[src/sv/ptc_pkg.sv]
// ----------------------------------------------------------------------------
// ptc_pkg - shared types and constants for pressure/temperature compensation
// Calibration register block, register index codes and the word that the
// front stages hand to the back stages through the queue.
// ----------------------------------------------------------------------------
package ptc_pkg;

    // Register index codes of the calibration port.
    localparam int CAL_IDX_W = 3;
    localparam logic [CAL_IDX_W-1:0] REG_PRESSURE_SENS   = 3'd0;
    localparam logic [CAL_IDX_W-1:0] REG_PRESSURE_OFFSET = 3'd1;
    localparam logic [CAL_IDX_W-1:0] REG_SENS_TEMP_COEF  = 3'd2;
    localparam logic [CAL_IDX_W-1:0] REG_OFFSET_TEMP_COEF = 3'd3;
    localparam logic [CAL_IDX_W-1:0] REG_REF_TEMPERATURE = 3'd4;
    localparam logic [CAL_IDX_W-1:0] REG_TEMPERATURE_COEF = 3'd5;

    // Reference temperature of the first-order law, in hundredths of a degree.
    localparam logic signed [18:0] TEMP_REF_CENTI = 19'sd2000;

    // Default depth of the queue between front and back.
    localparam int QUEUE_DEPTH_DEF = 4;

    typedef struct packed {
        logic [15:0] pressure_sensitivity;
        logic [15:0] pressure_offset;
        logic [15:0] sensitivity_temp_coef;
        logic [15:0] offset_temp_coef;
        logic [15:0] reference_temperature;
        logic [15:0] temperature_coef;
    } ptc_cal_t;

    // First-order results plus what the low-temperature correction needs.
    typedef struct packed {
        logic [23:0]        d1;
        logic               low;
        logic signed [18:0] temp1;
        logic [16:0]        ti;
        logic signed [37:0] off1;
        logic signed [36:0] sens1;
        logic [34:0]        sq;
    } ptc_word_t;

endpackage

[src/sv/ptc_fifo.sv]
// ----------------------------------------------------------------------------
// ptc_fifo - short queue between the front and back stages
// Register-based first-in first-out store of compensation words.
// ----------------------------------------------------------------------------
module ptc_fifo import ptc_pkg::*; #(
    parameter int DEPTH = QUEUE_DEPTH_DEF
) (
    input  logic      aclk,
    input  logic      aresetn,
    input  logic      in_valid,
    output logic      in_ready,
    input  ptc_word_t in_word,
    output logic      out_valid,
    input  logic      out_ready,
    output ptc_word_t out_word
);

    localparam int PTR_W = (DEPTH > 1) ? $clog2(DEPTH) : 1;
    localparam int CNT_W = $clog2(DEPTH + 1);

    ptc_word_t        mem_reg [DEPTH];
    logic [PTR_W-1:0] wr_ptr_reg, wr_ptr_next;
    logic [PTR_W-1:0] rd_ptr_reg, rd_ptr_next;
    logic [CNT_W-1:0] count_reg, count_next;
    logic             push, pop;

    assign in_ready  = (count_reg != CNT_W'(DEPTH));
    assign out_valid = (count_reg != '0);
    assign push      = in_valid && in_ready;
    assign pop       = out_valid && out_ready;
    assign out_word  = mem_reg[rd_ptr_reg];

    always_comb begin
        wr_ptr_next = wr_ptr_reg;
        rd_ptr_next = rd_ptr_reg;
        count_next  = count_reg;
        if (push) begin
            wr_ptr_next = (wr_ptr_reg == PTR_W'(DEPTH - 1)) ? '0 : wr_ptr_reg + 1'b1;
        end
        if (pop) begin
            rd_ptr_next = (rd_ptr_reg == PTR_W'(DEPTH - 1)) ? '0 : rd_ptr_reg + 1'b1;
        end
        if (push && !pop) begin
            count_next = count_reg + 1'b1;
        end else if (pop && !push) begin
            count_next = count_reg - 1'b1;
        end
    end

    always_ff @(posedge aclk) begin
        if (!aresetn) begin
            wr_ptr_reg <= '0;
            rd_ptr_reg <= '0;
            count_reg  <= '0;
        end else begin
            wr_ptr_reg <= wr_ptr_next;
            rd_ptr_reg <= rd_ptr_next;
            count_reg  <= count_next;
        end
    end

    always_ff @(posedge aclk) begin
        if (push) begin
            mem_reg[wr_ptr_reg] <= in_word;
        end
    end

endmodule

[config.mk]
export PLATFORM = sky130hd
export DESIGN_NAME = ptc_fifo
export DESIGN_NICKNAME = d
export VERILOG_FILES = /design/src/sv/ptc_pkg.sv /design/src/sv/ptc_fifo.sv
export SDC_FILE = /design/constraint.sdc
export NUM_CORES = 1
export LEC_CHECK = 0
export BUFFER_PORTS_ARGS = -buffer_cell sky130_fd_sc_hd__buf_4
export CELL_PAD_IN_SITES_DETAIL_PLACEMENT = 1
export CELL_PAD_IN_SITES_GLOBAL_PLACEMENT = 1
export CORE_MARGIN = 5
export CORE_UTILIZATION = 50
export CTS_BUF_LIST = sky130_fd_sc_hd__clkbuf_8
export CTS_CLUSTER_SIZE = 10
export DETAILED_ROUTE_END_ITERATION = 10
export GPL_TIMING_DRIVEN = 0
export PLACE_DENSITY = 0.82
export REMOVE_ABC_BUFFERS = 1
export SYNTH_ARGS = -nofsm -noshare
export SYNTH_HDL_FRONTEND = slang
export SYNTH_SLANG_ARGS = --single-unit
[constraint.sdc]
create_clock -name aclk -period 6.9 [get_ports aclk]
set_input_delay 0.345 -clock aclk [delete_from_list [all_inputs] [get_ports aclk]]
set_output_delay 0.345 -clock aclk [all_outputs]
set_load 0.01 [all_outputs]
### Yosys cells after proc, flatten, opt, wreduce, memory -nomap -nowiden

Memories as Yosys holds them, arrays and structs flattened. A register that Yosys moved wholly into a read port is not among the register bits.
Index checks and enable logic that the tools add are counted.

* bits in read-only memories: 0
* memory bits (writable): 684
* logic and storage cells: 27
* bits in registers: 7
* memories kept: 1
* output and inout port bits: 173
* latch bits: 0

* muxes and demuxes: 8
* order comparisons: 0
* bitwise logic cells: 0
* $add $sub $neg: 4
* shift operators: 0
* $mul: 0
* div/mod/pow operators: 0
* reductions and logical operators: 8
* eq/ne operators: 3

Memory list
* mem_reg: words 4, width 171, rd ports 1, clocked after Yosys merged registers in 1, write ports 1, line ptc_fifo.sv:21 `ptc_word_t mem_reg [DEPTH];`

Operators by type and width (number)
* 2-bit two-way mux: 4
* 3-bit two-way mux: 2
* 2-bit by 1-bit adder with 2-bit output, second input constant: 2
* 2-bit equality test, second input constant: 2
* 1-bit logical AND: 4
* 3-bit by 1-bit adder with 3-bit output, second input constant: 1
* 3-bit != test, second input constant: 1
* 3-bit nonzero test: 1
* 3-bit by 1-bit subtractor with 3-bit output, second input constant: 1
* 1-bit logical NOT: 2
* 1-bit two-way mux: 2
* 2-bit nonzero test: 1

### Longest topological paths before layout

* depth in word-level cells: 6
* depth in mapped cells: 9
* depth with buffers taken out: 8

### Least setup slack after synthesis

No wires, ideal clock.

* path kind: register to register
* start: register count_reg[0]
* end: memory mem_reg[0][0] (netlist name) (enable)
* path buffers: 1
* arrival time: 4.681 ns
* stages on the path, launching flop included: 4
* setup time: 0.553 ns
* setup slack: 1.666 ns
* period minus slack after synthesis: 5.234 ns
* cells stage by stage: dfxtp_1 or3b_1 clkbuf_2 and3_1

* word-level cells in the longest chain between the ends: 4

Ends and longest elaborated chain
* start: declaration: line ptc_fifo.sv:24 `logic [CNT_W-1:0] count_reg, count_next;`
* start signal: assignment: line ptc_fifo.sv:58 `count_reg <= count_next;`
* 3-bit != test: line ptc_fifo.sv:27 `assign in_ready = (count_reg != CNT_W'(DEPTH));`
* named net in_ready: line ptc_fifo.sv:11 `output logic in_ready,`
* 1-bit logical AND: line ptc_fifo.sv:29 `assign push = in_valid && in_ready;`
* 1-bit two-way mux: line ptc_fifo.sv:63 `if (push) begin`
* 1-bit two-way mux (not written as such): line ptc_fifo.sv:64 `mem_reg[wr_ptr_reg] <= in_word;`
* end: declaration: line ptc_fifo.sv:21

The timed path passes the listed nets, and every way through them passes these cells.

==> impl_metrics.json <==
{
  "outcome": "finished clean",
  "cts_tree": "done",
  "synth.distinct_cells": 27,
  "ios": 348,
  "grt_usage_pct": 23.4,
  "critPathRequiredTime_ps": 6550,
  "first_iter_violations": 874,
  "dr_total_vias": 12695,
  "largest_register_ffs": 684,
  "finalNetCount": 1741,
  "grt_antenna_before_repair": 3,
  "setup_violations": 0,
  "setup_slack_ps": 3510,
  "pre_cts_slack_ps": 4120,
  "num_rows": 82,
  "cp.arrival_ps": 3040,
  "grt_max_degree": 56,
  "fmax_ghz": 0.295,
  "synth_cells": 944,
  "leakage_nw": 11.1,
  "dp_hpwl_um": 35600,
  "clock_latency_ps": 710,
  "final_max_slew_viol_count": 0,
  "final.period_utilization_pct": 49.1,
  "path_class": "flip-flop to primary output",
  "cts_buffers": 109,
  "syn_area_mm2": 0.0251,
  "ant_nets": 0,
  "fin_skew_ps": 38.4,
  "wl_um": 64100,
  "critPathMaxFanout": 40,
  "min_period_ps": 3390,
  "routedWlPerCell_um": 27.6,
  "grt_pass1_wl_um": 94000,
  "die_w_um": 234,
  "cts_max_path_buffers": 3,
  "hold_path_depth": 3,
  "final-hold-violation-count": 0,
  "worstHoldStart": "out_ready",
  "yosysWarnings": 0,
  "max_cap_violations": 0,
  "htreeDepth": 3,
  "peakVddDrop_v": 0.000221,
  "maxSlewHeadroom_pct": 45.3,
  "cts_hold_buf": 175,
  "post-route-drc-count": 0,
  "fin_cells": 2320,
  "cts_sinks": 693,
  "drtPass1Iterations": 4,
  "ctsRootBufferMaster": "clkbuf_8",
  "core_mm2": 0.0500,
  "via_per_inst": 5.47,
  "hold_class": "primary input to flip-flop",
  "die_h_um": 234,
  "ys_seq_area_share_pct": 82.5,
  "total_power_mw": 11.2,
  "grt_pass1_vias": 14399,
  "cellPowerDensity_mw_per_mm2": 344,
  "cts_setup_buffers": 0,
  "port_buffers": 347,
  "timing.rr.start": "count_reg[1]",
  "tightestPinTransition_ps": 820,
  "ys_seq_elements": 693,
  "reg2reg_depth": 7,
  "grt_setup_unrepaired": "false",
  "overflow": 0,
  "avgSynthCellArea_um2": 26.6,
  "dieArea_mm2": 0.0548,
  "cts.clk_slew.worst_paths_ps": 60,
  "crit_path_end_kind": "primary output",
  "start_kind": "flip-flop",
  "dp_cells": 1945,
  "start_util_pct": 50.3,
  "drive_gt1_share_pct": 41.0,
  "cts_resized": 0,
  "gp_congestion": 0.695,
  "area_delta_synth_final_pct": 29.6
}
-- cell usage in the layout (no fill, tap or decap), drive strengths merged --
cell	count
a21boi	1
and2	2
and3	4
buf	369
bufinv	1
clkbuf	112
clkinv	38
clkinvlp	1
dfxtp	9
diode	4
dlygate4sd3	175
edfxtp	684
fa	1
ha	6
inv	47
mux2i	2
mux4	171
nand2	5
nand3	2
nand4	1
nor2	2
nor2b	1
o21ai	4
o31ai	1
or3	2
or3b	1
xnor2	1
xor2	1
-- logic make-up (layout without fill, tap and decap cells) --
kind of cell | after synthesis | in the layout | synth area share, %
flip-flops | 693 | 693 | 82.5
buffers and inverters | 43 | 743 | 1.07
XOR/XNOR | 2 | 2 | 0.0698
multiplexers | 173 | 173 | 15.4
adder cells (fa/ha/maj) | 7 | 7 | 0.379
AO/OA/AOI/OAI | 6 | 6 | 0.140
AND/OR/NAND/NOR | 20 | 20 | 0.438
other | 0 | 4 | 0
-- critical path: stages, from the launching register on --
cell     delay [ps]
dfxtp_4         870
buf_16          350
buf_16          330
mux4_2          580
buf_4           170
-- cells in the mapped netlist (all sizes together) --
library cell / count / area [um^2]
and2: 2 / 15.0
edfxtp: 684 / 20500
xor2: 1 / 8.76
o21ai: 4 / 20.0
fa: 1 / 20.0
nand2: 5 / 18.8
a21boi: 1 / 7.51
o31ai: 1 / 7.51
and3: 4 / 25.0
dfxtp: 9 / 180
nor2b: 1 / 6.26
clkbuf: 8 / 31.3
nor2: 2 / 7.51
xnor2: 1 / 8.76
nand4: 1 / 6.26
mux2i: 2 / 20.0
or3b: 1 / 8.76
or3: 2 / 12.5
ha: 6 / 75.1
nand3: 2 / 10.0
buf: 32 / 226
inv: 3 / 11.3
mux4: 171 / 3850
-- metal layers --
layer  wire (um)  global-route usage, %
met1       23300                   28.3
met2       34400                   41.0
met3        4700                   6.85
met4        1690                   7.36
met5           0                      0
-- final cells by class --
class,count,area (um^2)
multi-input combinational,208,4150
clock buffer,112,1540
inverter,3,11.3
sequential,693,20700
antenna,4,10.0
timing repair buffer,544,4900
tap,672,841
fill,4108,17400
clock inverter,84,372
-- worst paths after layout --
check | slack (ps) | to
hold / removal | 110 | flip-flop
hold reg to reg | 510 | wr_ptr_reg[1]
setup / recovery | 3510 | out_word[159]
setup reg to reg | 4520 | count_reg[2]
-- per-stage QoR --
step / setup TNS, ps / hold slack, ps / instance area (um^2) / util [%]
after floorplan: -212180 / 444 / 24900 / -
after global placement: -1960780 / 485 / 28300 / 56.7
after detailed placement: 0 / 500 / 28900 / 57.8
after CTS: 0 / 56.0 / 32500 / 65.1
after global routing: 0 / 80.4 / 32600 / 65.1
final: 0 / 106 / 32600 / 65.2
-- report_power, final --
group          total, mW  internal (mW)  switching (mW)
sequential          5.29           5.10           0.194
clock               3.16           1.54            1.62
combinational       2.74           1.41            1.33
total               11.2           8.05            3.14
(Power assumes the default switching activity.)
