===== config.mk =====
export PLATFORM = sky130hd
export DESIGN_NAME = ptc_back
export DESIGN_NICKNAME = d
export VERILOG_FILES = /design/src/sv/ptc_pkg.sv /design/src/sv/ptc_back.sv
export SDC_FILE = /design/constraint.sdc
export NUM_CORES = 2
export LEC_CHECK = 0
export BUFFER_PORTS_ARGS = -buffer_cell sky130_fd_sc_hd__buf_2
export CAP_MARGIN = 20
export CORE_MARGIN = 2
export CORE_UTILIZATION = 67
export CTS_BUF_LIST = sky130_fd_sc_hd__clkbuf_8
export CTS_CLUSTER_DIAMETER = 200
export CTS_CLUSTER_SIZE = 20
export DETAILED_ROUTE_END_ITERATION = 12
export GPL_ROUTABILITY_DRIVEN = 0
export GPL_TIMING_DRIVEN = 0
export PLACE_DENSITY = 0.85
export REMOVE_ABC_BUFFERS = 1
export SYNTH_ARGS = -nofsm -noshare
export SYNTH_HDL_FRONTEND = slang
export SYNTH_SLANG_ARGS = --single-unit

===== constraint.sdc =====
create_clock -name aclk -period 25.6 [get_ports aclk]
set_input_delay 5.12 -clock aclk [delete_from_list [all_inputs] [get_ports aclk]]
set_output_delay 5.12 -clock aclk [all_outputs]
set_load 0.03 [all_outputs]

===== src/sv/ptc_pkg.sv =====
// ----------------------------------------------------------------------------
// ptc_pkg - shared types and constants for pressure/temperature compensation
// Calibration register block, register index codes and the word that the
// front stages hand to the back stages through the queue.
// ----------------------------------------------------------------------------
package ptc_pkg;

    // Register index codes of the calibration port.
    localparam int CAL_IDX_W = 3;
    localparam logic [CAL_IDX_W-1:0] REG_PRESSURE_SENS   = 3'd0;
    localparam logic [CAL_IDX_W-1:0] REG_PRESSURE_OFFSET = 3'd1;
    localparam logic [CAL_IDX_W-1:0] REG_SENS_TEMP_COEF  = 3'd2;
    localparam logic [CAL_IDX_W-1:0] REG_OFFSET_TEMP_COEF = 3'd3;
    localparam logic [CAL_IDX_W-1:0] REG_REF_TEMPERATURE = 3'd4;
    localparam logic [CAL_IDX_W-1:0] REG_TEMPERATURE_COEF = 3'd5;

    // Reference temperature of the first-order law, in hundredths of a degree.
    localparam logic signed [18:0] TEMP_REF_CENTI = 19'sd2000;

    // Default depth of the queue between front and back.
    localparam int QUEUE_DEPTH_DEF = 4;

    typedef struct packed {
        logic [15:0] pressure_sensitivity;
        logic [15:0] pressure_offset;
        logic [15:0] sensitivity_temp_coef;
        logic [15:0] offset_temp_coef;
        logic [15:0] reference_temperature;
        logic [15:0] temperature_coef;
    } ptc_cal_t;

    // First-order results plus what the low-temperature correction needs.
    typedef struct packed {
        logic [23:0]        d1;
        logic               low;
        logic signed [18:0] temp1;
        logic [16:0]        ti;
        logic signed [37:0] off1;
        logic signed [36:0] sens1;
        logic [34:0]        sq;
    } ptc_word_t;

endpackage


===== src/sv/ptc_back.sv =====
// ----------------------------------------------------------------------------
// ptc_back - low-temperature correction and pressure stages
// Five elastic stages: correction terms, their application, the split
// pressure product, its recombination and the final offset and shift, which
// is also the result register.
// ----------------------------------------------------------------------------
module ptc_back import ptc_pkg::*; (
    input  logic               aclk,
    input  logic               aresetn,
    input  logic               in_valid,
    output logic               in_ready,
    input  ptc_word_t          in_word,
    output logic               out_valid,
    input  logic               out_ready,
    output logic signed [18:0] out_temperature_centideg,
    output logic signed [31:0] out_pressure_centimbar
);

    typedef struct packed {
        logic [23:0]        d1;
        logic               low;
        logic signed [18:0] temp1;
        logic [16:0]        ti;
        logic signed [37:0] off1;
        logic signed [36:0] sens1;
        logic [36:0]        offi;
        logic [35:0]        sensi;
    } ptc_corr_t;

    typedef struct packed {
        logic [23:0]        d1;
        logic signed [18:0] temp;
        logic signed [38:0] off;
        logic signed [37:0] sens;
    } ptc_comp_t;

    typedef struct packed {
        logic signed [18:0] temp;
        logic signed [38:0] off;
        logic [41:0]        plo;
        logic signed [44:0] phi;
    } ptc_mul_t;

    typedef struct packed {
        logic signed [18:0] temp;
        logic signed [38:0] off;
        logic signed [41:0] xs;
    } ptc_sum_t;

    typedef struct packed {
        logic signed [18:0] temp;
        logic signed [31:0] p;
    } ptc_res_t;

    ptc_corr_t a_reg, a_next;
    ptc_comp_t b_reg, b_next;
    ptc_mul_t  c_reg, c_next;
    ptc_sum_t  d_reg, d_next;
    ptc_res_t  e_reg, e_next;
    logic      va_reg, vb_reg, vc_reg, vd_reg, ve_reg;
    logic      rdy_a, rdy_b, rdy_c, rdy_d, rdy_e;

    logic [39:0]        sq31_c;
    logic [40:0]        sq63_c;
    logic signed [62:0] x_c;
    logic signed [42:0] y_c;

    assign rdy_e    = !ve_reg || out_ready;
    assign rdy_d    = !vd_reg || rdy_e;
    assign rdy_c    = !vc_reg || rdy_d;
    assign rdy_b    = !vb_reg || rdy_c;
    assign rdy_a    = !va_reg || rdy_b;
    assign in_ready = rdy_a;

    // Stage A: 31 and 63 times the squared temperature deviation.
    assign sq31_c = {in_word.sq, 5'd0} - {5'd0, in_word.sq};
    assign sq63_c = {in_word.sq, 6'd0} - {6'd0, in_word.sq};

    always_comb begin
        a_next.d1    = in_word.d1;
        a_next.low   = in_word.low;
        a_next.temp1 = in_word.temp1;
        a_next.ti    = in_word.ti;
        a_next.off1  = in_word.off1;
        a_next.sens1 = in_word.sens1;
        a_next.offi  = sq31_c[39:3];
        a_next.sensi = sq63_c[40:5];
    end

    // Stage B: apply the correction below the reference temperature.
    always_comb begin
        b_next.d1 = a_reg.d1;
        if (a_reg.low) begin
            b_next.temp = $signed(a_reg.temp1) - $signed({2'b00, a_reg.ti});
            b_next.off  = $signed({a_reg.off1[37], a_reg.off1})
                        - $signed({2'b00, a_reg.offi});
            b_next.sens = $signed({a_reg.sens1[36], a_reg.sens1})
                        - $signed({2'b00, a_reg.sensi});
        end else begin
            b_next.temp = a_reg.temp1;
            b_next.off  = $signed({a_reg.off1[37], a_reg.off1});
            b_next.sens = $signed({a_reg.sens1[36], a_reg.sens1});
        end
    end

    // Stage C: raw pressure times sensitivity, split at bit 18.
    always_comb begin
        c_next.temp = b_reg.temp;
        c_next.off  = b_reg.off;
        c_next.plo  = 42'(b_reg.d1) * 42'(b_reg.sens[17:0]);
        c_next.phi  = $signed({1'b0, b_reg.d1}) * $signed(b_reg.sens[37:18]);
    end

    // Stage D: recombine the partial products and drop 21 bits.
    assign x_c = $signed({c_reg.phi, 18'd0}) + $signed({21'd0, c_reg.plo});

    always_comb begin
        d_next.temp = c_reg.temp;
        d_next.off  = c_reg.off;
        d_next.xs   = $signed(x_c[62:21]);
    end

    // Stage E: subtract the offset and drop 15 bits; the value fits 28 bits.
    assign y_c = $signed({d_reg.xs[41], d_reg.xs}) - $signed({{4{d_reg.off[38]}}, d_reg.off});

    always_comb begin
        e_next.temp = d_reg.temp;
        e_next.p    = $signed({{4{y_c[42]}}, y_c[42:15]});
    end

    always_ff @(posedge aclk) begin
        if (!aresetn) begin
            va_reg <= 1'b0;
            vb_reg <= 1'b0;
            vc_reg <= 1'b0;
            vd_reg <= 1'b0;
            ve_reg <= 1'b0;
        end else begin
            if (rdy_a) begin
                va_reg <= in_valid;
            end
            if (rdy_b) begin
                vb_reg <= va_reg;
            end
            if (rdy_c) begin
                vc_reg <= vb_reg;
            end
            if (rdy_d) begin
                vd_reg <= vc_reg;
            end
            if (rdy_e) begin
                ve_reg <= vd_reg;
            end
        end
    end

    always_ff @(posedge aclk) begin
        if (rdy_a) begin
            a_reg <= a_next;
        end
        if (rdy_b) begin
            b_reg <= b_next;
        end
        if (rdy_c) begin
            c_reg <= c_next;
        end
        if (rdy_d) begin
            d_reg <= d_next;
        end
        if (rdy_e) begin
            e_reg <= e_next;
        end
    end

    assign out_valid                = ve_reg;
    assign out_temperature_centideg = e_reg.temp;
    assign out_pressure_centimbar   = e_reg.p;

endmodule

Word-level counts from Yosys, hierarchy flattened
Cells that the tools add are included.
- word-level logic and storage cells: 46
- input bits: 175
- memories: 0
- memory bits (read-only): 0
- latch bits: 0
- output and inout port bits: 53
- flip-flop bits (word level): 626
- memory bits (writable): 0
- $add $sub $neg: 7
- magnitude comparators: 0
- divide/modulo/power cells: 0
- bitwise gates (word level): 0
- equal/unequal tests: 0
- shift operators: 0
- reduce and logical (&&, ||, !) cells: 10
- muxes and demuxes: 1
- multipliers: 2
- operators by type and width (kind ; number):
    $mux 96 ; 1
    $add 63x43->63 ; 1
    $mul 25x20->45 ; 1
    $sub 42x39->43 ; 1
    $mul 24x18->42 ; 1
    $sub 41x35->41 ; 1
    $sub 40x35->40 ; 1
    $sub 38x38->39 ; 1
    $sub 37x37->38 ; 1
    $sub 19x18->19 ; 1
    $logic_not 1->1 ; 5
    $logic_or 1x1->1 ; 5

Depth between registers and ports, before layout
- depth after elaboration: 6
- gate-level depth with buffers: 29
- depth with buffers taken out: 27

Worst setup path after synthesis
No wires, ideal clock.
- path type: input-to-output
- start: input out_ready
- end: output in_ready
- slack: 10.036 ns
- buffers on the path: 0
- stages: 3
- data arrival time: 10.444 ns
- required time: 20.480 ns
- cells stage by stage: nor2b_1 -> and3_1 -> nand3_1
- word-level cells in the longest chain between the ends: 5
- ends and longest elaborated chain (item ; RTL line ; text):
    start: declaration ; ptc_back.sv:14 ; input logic out_ready,
    $logic_or 1x1->1 ; ptc_back.sv:68 ; assign rdy_e = !ve_reg || out_ready;
    $logic_or 1x1->1 ; ptc_back.sv:69 ; assign rdy_d = !vd_reg || rdy_e;
    $logic_or 1x1->1 ; ptc_back.sv:70 ; assign rdy_c = !vc_reg || rdy_d;
    $logic_or 1x1->1 ; ptc_back.sv:71 ; assign rdy_b = !vb_reg || rdy_c;
    $logic_or 1x1->1 ; ptc_back.sv:72 ; assign rdy_a = !va_reg || rdy_b;
    end: declaration ; ptc_back.sv:11 ; output logic in_ready,
No other way between the ends.

Final worst setup path
Ends and elaborated chain as after synthesis.

==> flow_summary_export.csv <==
group,metric,value,unit
status,status,"completed",
clock_network,cts_tree,"yes",
logic_synthesis,ys_async_sr_fraction,0,%
global_routing,antenna_found_initial,10,
layout,largest_reg_flops,209,
clock_network,htree_num_levels,2,
detailed_routing,wl,134100,um
logic_synthesis,synth_edf_count,603,
clock_network,numCtsBuffers,36,
floorplan,die_w,299.6,um
detailed_routing,antenna_left,0,
global_routing,globalRouteOverflowTotal,0,
worst_setup_path,r2r_start,"b_reg[105]",
clock_network,cts_setup_buffers,0,
clock_network,cts.sinks,608,
worst_hold_path,min_path_cells,0,
clock_network,post_cts_resized,0,
worst_setup_path,path_class,"in -> out",
place,dpl.hpwl,103500,um
worst_setup_path,endpoint_kind,"output port",
clock_network,cts_buffer_depth,3,
detailed_routing,vias,40290,
sta,hold_viol_final,0,
clock_network,clk_pin_slew,0.12,ns
sta,period_share,47.31,%
detailed_routing,drt-initial-drc-count,3703,
layout,fin_nets,7115,
layout,drive_gt1_share,7.267,%
logic_synthesis,ys_top_cells_by_area,"edfxtp_1, fa_1, ha_1, inv_1, and2_1",
logic_synthesis,synth_top_area_share,30.93,%
sta,setup_tns,0,ns
floorplan,rows,108,
floorplan,die_h,299.6,um
worst_setup_path,r2r-end,"c_reg[44]",
detailed_routing,drtPass1Iterations,6,
logic_synthesis,synth_area,58550,sq um
worst_setup_path,worst_setup_path_start_kind,"primary input",
global_routing,grt_pass1_wl,220900,um
layout,syn2layout_area_growth,6.396,%
logic_synthesis,ys_warn_count,0,
clock_network,ctsHoldBuffers,0,
sta,worst_pin_slew,1.227,ns
floorplan,core-area,86620,sq um
logic_synthesis,synth_top_area_cell,"edfxtp_1",
floorplan,num_io_pins,228,
detailed_routing,drc,0,
sta,setup_viol,0,
worst_hold_path,whs_endpoint,"c_reg[120]",
worst_hold_path,hold_path.class,"reg -> reg",
worst_setup_path,cp_max_fo,39,
logic_synthesis,syn_inst,5570,
worst_setup_path,r2r_cells,27,
run,drv_cap,0,
sta,finalMaxSlewViolations,0,
worst_setup_path,r2r_setup_slack,16.66,ns
sta,fin_crit,12.11,ns
clock_network,clkLatencyLatePin,0.68,ns
detailed_routing,drt-wirelength-per-cell,19.55,um
detailed_routing,avgViaCountPerCell,5.872,
logic_synthesis,synth_ff_type,"edfxtp_1",
sta,max_clock_freq,82.58,MHz
place,port_buffers,227,
global_routing,track_usage,30.95,%
global_routing,grt_max_degree,74,
worst_hold_path,min-delay-start,"b_reg[71]",
floorplan,initial_utilization,67.60,%
worst_setup_path,worstPathArrival,6.99,ns
sta,rsz0062_at_grt,"no",
logic_synthesis,synth.avg_cell_area,10.51,sq um
global_routing,grt_pass1_vias,43460,
worst_setup_path,critPathRequiredTime,20.48,ns
logic_synthesis,ys_ff_latch,608,
logic_synthesis,synth.distinct_cells,71,
logic_synthesis,ys_seq_area_share,31.10,%
clock_network,clock-root-buffer,"clkbuf_8",
sta,slew_headroom,18.22,%
sta,clock-skew-final,0.04771,ns
floorplan,die_area,89770,sq um
layout,utilization,71.92,%
[placed cells by master, fill, tap and decap left out, types with 21 or more instances in the layout]
master | netlist | final
a211oi_1 | 26 | 26
nor3_1 | 38 | 38
ha_1 | 507 | 507
nand2b_1 | 52 | 52
nor2b_1 | 42 | 42
xor2_1 | 75 | 75
o21bai_1 | 22 | 22
inv_1 | 1090 | 1096
buf_16 | 0 | 45
a21oi_1 | 206 | 206
a21o_1 | 123 | 123
fa_1 | 746 | 746
buf_2 | 1 | 227
nor2_1 | 155 | 155
nand3_1 | 48 | 47
and3_1 | 21 | 21
xnor2_1 | 183 | 183
nand2_1 | 637 | 635
a31oi_1 | 22 | 22
and2_1 | 388 | 388
o21ai_0 | 111 | 111
o21a_1 | 37 | 37
clkbuf_8 | 0 | 36
mux2_2 | 67 | 67
edfxtp_1 | 603 | 603
[stage by stage]
step                      setup slack [ns]  std cells  area [sq um]  hold WS (ns)
after detailed placement             13.45       6800         61600        0.4045
after global routing                 13.37       6860         62290        0.4319
after floorplan                      10.04       5374         57800        0.4003
after global placement               5.836       6756         60380        0.4004
final                                13.49       6860         62290        0.4214
after CTS                            13.45       6848         62160        0.4256
[cell type report]
| class | count | area, sq um |
|---|---|---|
| Clock buffer | 36 | 495.5 |
| Timing Repair Buffer | 275 | 2430 |
| Inverter | 1090 | 4096 |
| Clock inverter | 12 | 73.82 |
| Antenna cell | 8 | 20.02 |
| Multi-Input combinational cell | 3676 | 35530 |
| Fill cell | 5696 | 24320 |
| Sequential cell | 608 | 18210 |
| Tap cell | 1155 | 1445 |
[layer usage]
metal  vias up  GRT usage [%]  wire [um]
met2      1916          52.67      65590
met3       395          4.218      11710
met4         2          11.48       5706
met1     19960          40.86      51090
met5         -              0         13
li1      18010              -          -
[cells in the mapped netlist, drive strengths merged (112+ instances only)]
| cell | n |
|---|---|
| inv | 1090 |
| fa | 746 |
| nand2 | 637 |
| edfxtp | 603 |
| ha | 507 |
| and2 | 389 |
| a21oi | 206 |
| clkbuf | 188 |
| xnor2 | 183 |
| nor2 | 155 |
| a21o | 123 |
| o21ai | 112 |
[how the worst max path moves through the flow]
stage                     endpoint  slack, ns  startpoint  cells past startpoint
after floorplan           in_ready      10.04   out_ready                      3
after global placement    in_ready       5.84   out_ready                      5
after detailed placement  in_ready      13.45   out_ready                      5
after CTS                 in_ready      13.45   out_ready                      5
after global routing      in_ready      13.37   out_ready                      5
final                     in_ready      13.49   out_ready                      5
[kinds of logic (layout without fill, tap and decap cells)]
group	count (synthesis)	count (layout)	share of synthesized area, %
flops	608	608	31.10
simple gates	1448	1448	12.00
xor+xnor	258	258	3.859
buf+inv	1286	1413	8.272
fa+ha+maj	1253	1253	36.34
compound gates	650	650	7.138
mux	67	67	1.289
other cells	0	8	0
[worst max-delay path, stage by stage]
cell	delay, ns
buf_2	0.10
nor2b_1	0.37
and3_1	0.49
nand3_4	0.51
buf_2	0.38
Power is left out: the tool's default activity adds up to more than one toggle a clock period on the data nets, which glitch-free logic cannot reach.
